==> src/hw/rtl/wsd_pkg.sv <==
// ----------------------------------------------------------------------------
// wsd_pkg
// Shared types, codes and helpers for the frame deframer.
// ----------------------------------------------------------------------------
package wsd_pkg;

  typedef enum logic [2:0] {
    PH_HDR0 = 3'd0,
    PH_HDR1 = 3'd1,
    PH_EXT  = 3'd2,
    PH_KEY  = 3'd3,
    PH_PAY  = 3'd4
  } phase_t;

  localparam logic [2:0] KIND_TEXT       = 3'd0;
  localparam logic [2:0] KIND_TEXT_PART  = 3'd1;
  localparam logic [2:0] KIND_BIN        = 3'd2;
  localparam logic [2:0] KIND_BIN_PART   = 3'd3;
  localparam logic [2:0] KIND_PING       = 3'd4;
  localparam logic [2:0] KIND_PONG       = 3'd5;
  localparam logic [2:0] KIND_ERROR      = 3'd6;
  localparam logic [2:0] KIND_BAD        = 3'd7;

  localparam logic [1:0] ERR_NONE   = 2'd0;
  localparam logic [1:0] ERR_MASK   = 2'd1;
  localparam logic [1:0] ERR_LENGTH = 2'd2;
  localparam logic [1:0] ERR_OPCODE = 2'd3;

  localparam logic [3:0] OP_CONT  = 4'h0;
  localparam logic [3:0] OP_TEXT  = 4'h1;
  localparam logic [3:0] OP_BIN   = 4'h2;
  localparam logic [3:0] OP_PING  = 4'h9;
  localparam logic [3:0] OP_PONG  = 4'hA;

  localparam logic [6:0] LEN7_MAX_SHORT = 7'd125;
  localparam logic [6:0] LEN7_EXT16     = 7'd126;

  localparam logic [3:0] EXT16_BYTES = 4'd2;
  localparam logic [3:0] EXT64_BYTES = 4'd8;
  localparam logic [3:0] KEY_BYTES   = 4'd4;

  localparam logic CFG_EXPECT_MASKED = 1'b0;
  localparam logic CFG_MAX_PAYLOAD   = 1'b1;

  typedef struct packed {
    logic [7:0] data_byte;
    logic       data_valid;
    logic [2:0] frame_kind;
    logic [1:0] error_code;
    logic       last_of_frame;
    logic       pong_request;
  } res_t;

  function automatic logic [2:0] kind_of_frame(input logic [7:0] hdr0);
    logic [2:0] k;
    unique case (hdr0[3:0])
      OP_CONT, OP_TEXT: k = hdr0[7] ? KIND_TEXT : KIND_TEXT_PART;
      OP_BIN:           k = hdr0[7] ? KIND_BIN : KIND_BIN_PART;
      OP_PING:          k = KIND_PING;
      OP_PONG:          k = KIND_PONG;
      default:          k = KIND_BAD;
    endcase
    return k;
  endfunction

endpackage

==> src/hw/rtl/wsd_parser.sv <==
// ----------------------------------------------------------------------------
// wsd_parser
// Byte-wide header parser and payload unmasker; one byte per cycle on byte_en.
// ----------------------------------------------------------------------------
module wsd_parser (
  input  logic             clk,
  input  logic             rst_n,
  input  logic             byte_en,
  input  logic [7:0]       in_byte,
  input  logic             expect_masked,
  input  logic [31:0]      max_payload,
  output logic             res_valid,
  output wsd_pkg::res_t    res
);

  wsd_pkg::phase_t phase_r, phase_nxt;
  logic [7:0]  hdr0_r, hdr0_nxt;
  logic        mask_r, mask_nxt;
  logic [3:0]  left_r, left_nxt;
  logic [31:0] len_r, len_nxt;
  logic [31:0] key_r, key_nxt;
  logic [31:0] idx_r, idx_nxt;
  logic        halted_r, halted_nxt;

  logic        ld_go, st_go, fail_go;
  logic [31:0] ld_len, st_len;
  logic [1:0]  fail_code;
  logic [2:0]  kind;
  logic [31:0] idx_inc;
  logic [7:0]  key_byte;
  logic        pay_last;

  assign kind    = wsd_pkg::kind_of_frame(hdr0_r);
  assign idx_inc = idx_r + 32'd1;

  always_comb begin
    case (idx_r[1:0])
      2'd0:    key_byte = key_r[31:24];
      2'd1:    key_byte = key_r[23:16];
      2'd2:    key_byte = key_r[15:8];
      default: key_byte = key_r[7:0];
    endcase
  end

  always_comb begin
    phase_nxt  = phase_r;
    hdr0_nxt   = hdr0_r;
    mask_nxt   = mask_r;
    left_nxt   = left_r;
    len_nxt    = len_r;
    key_nxt    = key_r;
    idx_nxt    = idx_r;
    halted_nxt = halted_r;
    ld_go      = 1'b0;
    ld_len     = len_r;
    st_go      = 1'b0;
    st_len     = len_r;
    fail_go    = 1'b0;
    fail_code  = wsd_pkg::ERR_NONE;
    pay_last   = 1'b0;
    res_valid  = 1'b0;
    res        = '0;

    if (byte_en && !halted_r) begin
      unique case (phase_r)
        wsd_pkg::PH_HDR0: begin
          hdr0_nxt  = in_byte;
          phase_nxt = wsd_pkg::PH_HDR1;
        end
        wsd_pkg::PH_HDR1: begin
          mask_nxt = in_byte[7];
          if (in_byte[7] != expect_masked) begin
            fail_go   = 1'b1;
            fail_code = wsd_pkg::ERR_MASK;
          end else if (in_byte[6:0] <= wsd_pkg::LEN7_MAX_SHORT) begin
            ld_go  = 1'b1;
            ld_len = {25'd0, in_byte[6:0]};
          end else begin
            len_nxt   = '0;
            left_nxt  = (in_byte[6:0] == wsd_pkg::LEN7_EXT16) ?
                        wsd_pkg::EXT16_BYTES : wsd_pkg::EXT64_BYTES;
            phase_nxt = wsd_pkg::PH_EXT;
          end
        end
        wsd_pkg::PH_EXT: begin
          len_nxt  = {len_r[23:0], in_byte};
          left_nxt = left_r - 4'd1;
          if (left_r == 4'd1) begin
            ld_go  = 1'b1;
            ld_len = {len_r[23:0], in_byte};
          end
        end
        wsd_pkg::PH_KEY: begin
          key_nxt  = {key_r[23:0], in_byte};
          left_nxt = left_r - 4'd1;
          if (left_r == 4'd1) begin
            st_go = 1'b1;
          end
        end
        wsd_pkg::PH_PAY: begin
          pay_last = (idx_inc == len_r);
          idx_nxt  = idx_inc;
          if (pay_last) begin
            phase_nxt = wsd_pkg::PH_HDR0;
          end
          if (kind <= wsd_pkg::KIND_BIN_PART) begin
            res_valid         = 1'b1;
            res.data_byte     = in_byte ^ key_byte;
            res.data_valid    = 1'b1;
            res.frame_kind    = kind;
            res.last_of_frame = pay_last;
          end else if (pay_last) begin
            res_valid         = 1'b1;
            res.frame_kind    = kind;
            res.last_of_frame = 1'b1;
            res.pong_request  = (kind == wsd_pkg::KIND_PING);
          end
        end
        default: begin
          phase_nxt = wsd_pkg::PH_HDR0;
        end
      endcase
    end

    // length complete: checks, then key, payload or (zero length) next header
    if (ld_go) begin
      len_nxt = ld_len;
      if (expect_masked && (ld_len > max_payload)) begin
        fail_go   = 1'b1;
        fail_code = wsd_pkg::ERR_LENGTH;
      end else if (kind == wsd_pkg::KIND_BAD) begin
        fail_go   = 1'b1;
        fail_code = wsd_pkg::ERR_OPCODE;
      end else begin
        key_nxt = '0;
        if (mask_nxt) begin
          phase_nxt = wsd_pkg::PH_KEY;
          left_nxt  = wsd_pkg::KEY_BYTES;
        end else begin
          st_go  = 1'b1;
          st_len = ld_len;
        end
      end
    end

    // header complete
    if (st_go) begin
      idx_nxt = '0;
      if (st_len == 32'd0) begin
        phase_nxt         = wsd_pkg::PH_HDR0;
        res_valid         = 1'b1;
        res.frame_kind    = kind;
        res.last_of_frame = 1'b1;
        res.pong_request  = (kind == wsd_pkg::KIND_PING);
      end else begin
        phase_nxt = wsd_pkg::PH_PAY;
      end
    end

    if (fail_go) begin
      halted_nxt        = 1'b1;
      phase_nxt         = wsd_pkg::PH_HDR0;
      res_valid         = 1'b1;
      res               = '0;
      res.frame_kind    = wsd_pkg::KIND_ERROR;
      res.error_code    = fail_code;
      res.last_of_frame = 1'b1;
    end
  end

  always_ff @(posedge clk) begin
    if (!rst_n) begin
      phase_r  <= wsd_pkg::PH_HDR0;
      hdr0_r   <= '0;
      mask_r   <= 1'b0;
      left_r   <= '0;
      len_r    <= '0;
      key_r    <= '0;
      idx_r    <= '0;
      halted_r <= 1'b0;
    end else begin
      phase_r  <= phase_nxt;
      hdr0_r   <= hdr0_nxt;
      mask_r   <= mask_nxt;
      left_r   <= left_nxt;
      len_r    <= len_nxt;
      key_r    <= key_nxt;
      idx_r    <= idx_nxt;
      halted_r <= halted_nxt;
    end
  end

endmodule

==> src/hw/rtl/websocket_frame_deframer.sv <==
// ----------------------------------------------------------------------------
// websocket_frame_deframer
// Each result is registered in the output buffer before it shows on out_valid.
// Throughput: one byte per cycle unless in_stall; parser updates per byte.
// A two-entry output buffer (result register plus skid) takes one more result
// while the output stalls; in_stall rises only when both are full.
// Reset (rst_n low, synchronous) clears the parser, the buffer and the error
// halt, and loads expect_masked = 1, max_payload = 65536.
// ----------------------------------------------------------------------------
module websocket_frame_deframer (
  input  logic        clk,
  input  logic        rst_n,
  input  logic        in_valid,
  output logic        in_stall,
  input  logic [7:0]  in_byte,
  output logic        out_valid,
  input  logic        out_stall,
  output logic [7:0]  out_data_byte,
  output logic        out_data_valid,
  output logic [2:0]  out_frame_kind,
  output logic [1:0]  out_error_code,
  output logic        out_last_of_frame,
  output logic        out_pong_request,
  input  logic        cfg_valid,
  output logic        cfg_ready,
  input  logic        cfg_index,
  input  logic [31:0] cfg_data
);

  logic          expect_masked_r;
  logic [31:0]   max_payload_r;
  logic          byte_en;
  logic          res_valid;
  wsd_pkg::res_t res;
  wsd_pkg::res_t main_r, skid_r;
  logic          main_valid_r, skid_valid_r;
  logic          pop;

  assign cfg_ready = 1'b1;

  always_ff @(posedge clk) begin
    if (!rst_n) begin
      expect_masked_r <= 1'b1;
      max_payload_r   <= 32'd65536;
    end else if (cfg_valid && cfg_ready) begin
      unique case (cfg_index)
        wsd_pkg::CFG_EXPECT_MASKED: expect_masked_r <= cfg_data[0];
        wsd_pkg::CFG_MAX_PAYLOAD:   max_payload_r   <= cfg_data;
        default: ;
      endcase
    end
  end

  assign in_stall = skid_valid_r;
  assign byte_en  = in_valid && !in_stall;

  wsd_parser u_parser (
    .clk           (clk),
    .rst_n         (rst_n),
    .byte_en       (byte_en),
    .in_byte       (in_byte),
    .expect_masked (expect_masked_r),
    .max_payload   (max_payload_r),
    .res_valid     (res_valid),
    .res           (res)
  );

  assign pop = main_valid_r && !out_stall;

  always_ff @(posedge clk) begin
    if (!rst_n) begin
      main_valid_r <= 1'b0;
      skid_valid_r <= 1'b0;
    end else if (skid_valid_r) begin
      if (pop) begin
        main_valid_r <= 1'b1;
        skid_valid_r <= 1'b0;
      end
    end else if (!main_valid_r || pop) begin
      main_valid_r <= res_valid;
    end else if (res_valid) begin
      skid_valid_r <= 1'b1;
    end
  end

  always_ff @(posedge clk) begin
    if (skid_valid_r) begin
      if (pop) begin
        main_r <= skid_r;
      end
    end else if (!main_valid_r || pop) begin
      if (res_valid) begin
        main_r <= res;
      end
    end else if (res_valid) begin
      skid_r <= res;
    end
  end

  assign out_valid         = main_valid_r;
  assign out_data_byte     = main_r.data_byte;
  assign out_data_valid    = main_r.data_valid;
  assign out_frame_kind    = main_r.frame_kind;
  assign out_error_code    = main_r.error_code;
  assign out_last_of_frame = main_r.last_of_frame;
  assign out_pong_request  = main_r.pong_request;

endmodule
==> config.mk <==
export PLATFORM = sky130hd
export DESIGN_NAME = websocket_frame_deframer
export DESIGN_NICKNAME = d
export VERILOG_FILES = /design/src/hw/rtl/wsd_pkg.sv /design/src/hw/rtl/wsd_parser.sv /design/src/hw/rtl/websocket_frame_deframer.sv
export SDC_FILE = /design/constraint.sdc
export NUM_CORES = 1
export LEC_CHECK = 0
export ABC_AREA = 1
export BUFFER_PORTS_ARGS = -buffer_cell sky130_fd_sc_hd__buf_2
export CAP_MARGIN = 20
export CORE_MARGIN = 2
export CORE_UTILIZATION = 50
export CTS_CLUSTER_SIZE = 40
export DETAILED_ROUTE_END_ITERATION = 10
export GPL_TIMING_DRIVEN = 0
export HOLD_SLACK_MARGIN = 0.03
export PLACE_DENSITY = 0.67
export SYNTH_ARGS = -nofsm -noshare
export SYNTH_HDL_FRONTEND = slang
export SYNTH_SLANG_ARGS = --single-unit
==> constraint.sdc <==
create_clock -name clk -period 5.7 [get_ports clk]
set_input_delay 0.57 -clock clk [delete_from_list [all_inputs] [get_ports clk]]
set_output_delay 0.57 -clock clk [all_outputs]
set_load 0.1 [all_outputs]
==> run summary <==
Max Freq: 221 MHz
Synth Cell Area: 0.0112 mm^2
Number of synthesized flops with an enable pin: 32
Main synth FF type: dfxtp_1
GPL Wtd Cong: 1.02
Synth-to-Final Area Change: 11.3%
Initial core utilization: 51.1%
Post_cts resized: 0
Placed cells: 2039
Critical-path top delay cell: inv_1
Seq. cell area: 0.00386 mm^2
Layout cells sized above 1: 9.77%
Status: complete, no violations
Final Hold Viols: 0
Clk sinks: 177
Flops & latches, synth: 177
Setup Crit Path Kind: reg2reg
Worst-skew pair later-pin latency: 0.44 ns
Data arrival time of the critical path: 4.61 ns
Largest cells by area after synthesis: dfxtp_1, nand2_1, edfxtp_1
Post-CTS Setup Inserts: 0
RSZ-0062 raised after global routing: no
Mapped Cells: 1697
Hold depth: 3
Area of the multi-input gates: 0.00617 mm^2
DP HPWL: 27100 um
Syn nets: 1781
GRT Total Usage: 29.5%
Clk buf depth: 2
Period utilisation layout: 79.5%
Drt pass-1 iters: 6
Initial antenna violation count: 0
Seq/Total Area, Yosys: 34.5%
CTS tree: done
Hold Buf Count CTS: 0
Critical Path Source Type: flip-flop
Post-synth top area cell: dfxtp_1
Endpoint class of the critical path: flip-flop
Worst EP required: 5.78 ns
Setup Skew: 0.0144 ns
GRT overflow: 0
Ys async rst share: 0%
Core Area: 0.0219 mm^2
CP max stage delay: 0.49 ns
Syn_area_per_cell: 6.60 um^2
Largest net degree at the start of global routing: 19
Setup WS pre-CTS: 1.12 ns
CTS Root Cell: clkbuf_16
P per Cell Area: 259 mW/mm^2
Post-layout power: 3220 uW
Post-Route WL: 34800 um
Pins over their slew limit: 0
Cell with the most instances after synthesis: nand2_1
Final #Nets: 1862
Clock edge transition at the registers on the reported setup and hold paths: 0.07 ns
Leak: 0.00558 uW
Worst Max-Slew Pin Slew: 0.754 ns
Die ar.: 0.0236 mm^2
Htree depth: 4
Site row count: 54
WL/cell: 16.8 um
Non-Filler Instances: 2071
Worst r2r path cells: 29
Final setup viols: 0
Ant diodes: 0
Worst slew margin: 49.2%
Die width: 154 um
Crit Path Max Fanout: 16
Final setup TNS: 0 ns
Vias in the first global route: 10491
Io pins: 65
Top cell by count, worst path: nand2_1
Post-synth top area share: 25.9%
Ys Warns: 0
DRC violations left: 0
Post-route setup slack: 1.17 ns
WHS: 0.360 ns
Via Count: 11368
Post-synth top cells: nand2_1, nor2_1, inv_1
Post-layout min period: 4.53 ns
1st-iter DRT viols: 1116
Hold WC Path Type: in2reg
Vias per cell: 5.49
Count of cell types in the netlist: 50
Total of max-cap violations: 0
Number of routed nets with antenna violations: 0
Fillcell total: 2199
First-pass GRT wire length: 55500 um
Peak supply drop: 0.218 mV
TritonCTS buffer count: 17
Port bufs: 62
Die Ht: 154 um
-- final timing paths --
check / from / to / slack [ns]
setup / recovery: u_parser.left_r[1]$_SDFF_PN0_ / out_pong_request$_DFFE_PP_ / 1.17
hold / removal: cfg_data[16] / max_payload_r[16]$_SDFFE_PN1P_ / 0.36
setup reg to reg: u_parser.left_r[1]$_SDFF_PN0_ / out_pong_request$_DFFE_PP_ / 1.17
hold reg to reg: max_payload_r[26]$_SDFFE_PN0P_ / max_payload_r[26]$_SDFFE_PN0P_ / 0.46
-- cells by family (layout without fill, tap and decap cells) --
group | count (synthesis) | count (layout) | share of synthesized area (%)
AND/OR/NAND/NOR | 887 | 887 | 34.0
AO/OA/AOI/OAI | 291 | 291 | 15.8
buffers and inverters | 291 | 385 | 10.3
flip-flops | 177 | 177 | 34.5
adder cells (fa/ha/maj) | 38 | 38 | 4.25
XOR/XNOR | 12 | 12 | 1.06
other | 1 | 1 | 0.0335
-- metrics by stage --
stage          utilization (%)  instance area (um^2)
2_1_floorplan                -                 11200
3_3_place_gp              54.1                 11900
3_5_place_dp              54.1                 11900
4_1_cts                   56.9                 12500
5_1_grt                   56.9                 12500
6_report                  56.9                 12500
-- worst max-delay path, delay by kind of cell (launching register included) --
family,cells,cell delay (ns)
adder cells (fa/ha/maj),2,0.60
AO/OA/AOI/OAI,1,0.09
flip-flops,1,0.30
buffers and inverters,8,1.56
AND/OR/NAND/NOR,18,1.61
-- final cells by class --
| class | instances | share of cell area [%] |
|---|---|---|
| plain buffers | 58 | 2.21 |
| clock inverters | 14 | 1.37 |
| well taps | 280 | 2.81 |
| multi-input cells | 1229 | 49.6 |
| clock buffers | 18 | 3.45 |
| inverters | 233 | 7.07 |
| flip-flops and latches | 177 | 31.0 |
| repair buffers | 62 | 2.49 |
-- flip-flops by register name, indices dropped and copies added (netlist names) --
signal / flops
max_payload_r: 32
u_parser.idx_r: 32
u_parser.key_r: 32
u_parser.len_r: 32
skid_r: 16
out_data_byte: 8
u_parser.hdr0_r: 5
u_parser.left_r: 4
out_frame_kind: 3
u_parser.phase_r: 3
out_error_code: 2
expect_masked_r: 1
in_stall: 1
out_data_valid: 1
out_last_of_frame: 1
out_pong_request: 1
out_valid: 1
u_parser.halted_r: 1
u_parser.mask_r: 1
-- power by group --
group | leakage, uW | switching (uW) | internal, uW
Sequential | 0.00149 | 33.5 | 1330
Clock | 0.000288 | 584 | 628
Combinational | 0.00380 | 481 | 165
-- layer usage --
layer,up-vias,GRT usage (%),part of all wire [%]
met4,0,10.2,3.0
met3,57,5.13,8.3
met1,5162,42.3,46
li1,5701,-,-
met2,448,45.1,43
met5,-,0,0
-- layout by cell type (no fill, tap or decap), types with 9 or more instances in the layout --
master / synthesis / routed
a211oi_1: 63 / 63
a21oi_1: 97 / 97
a21oi_2: 13 / 13
buf_2: 10 / 72
clkbuf_1: 37 / 38
clkbuf_16: 0 / 17
dfxtp_1: 145 / 145
edfxtp_1: 32 / 32
ha_1: 38 / 38
inv_1: 210 / 210
inv_2: 14 / 14
nand2_1: 450 / 450
nand2_4: 9 / 9
nand3_1: 127 / 127
nand4_1: 20 / 20
nor2_1: 234 / 234
nor4_1: 9 / 9
o21ai_0: 67 / 67
o22ai_1: 19 / 19
xor2_1: 10 / 10
(Power assumes the default switching activity.)
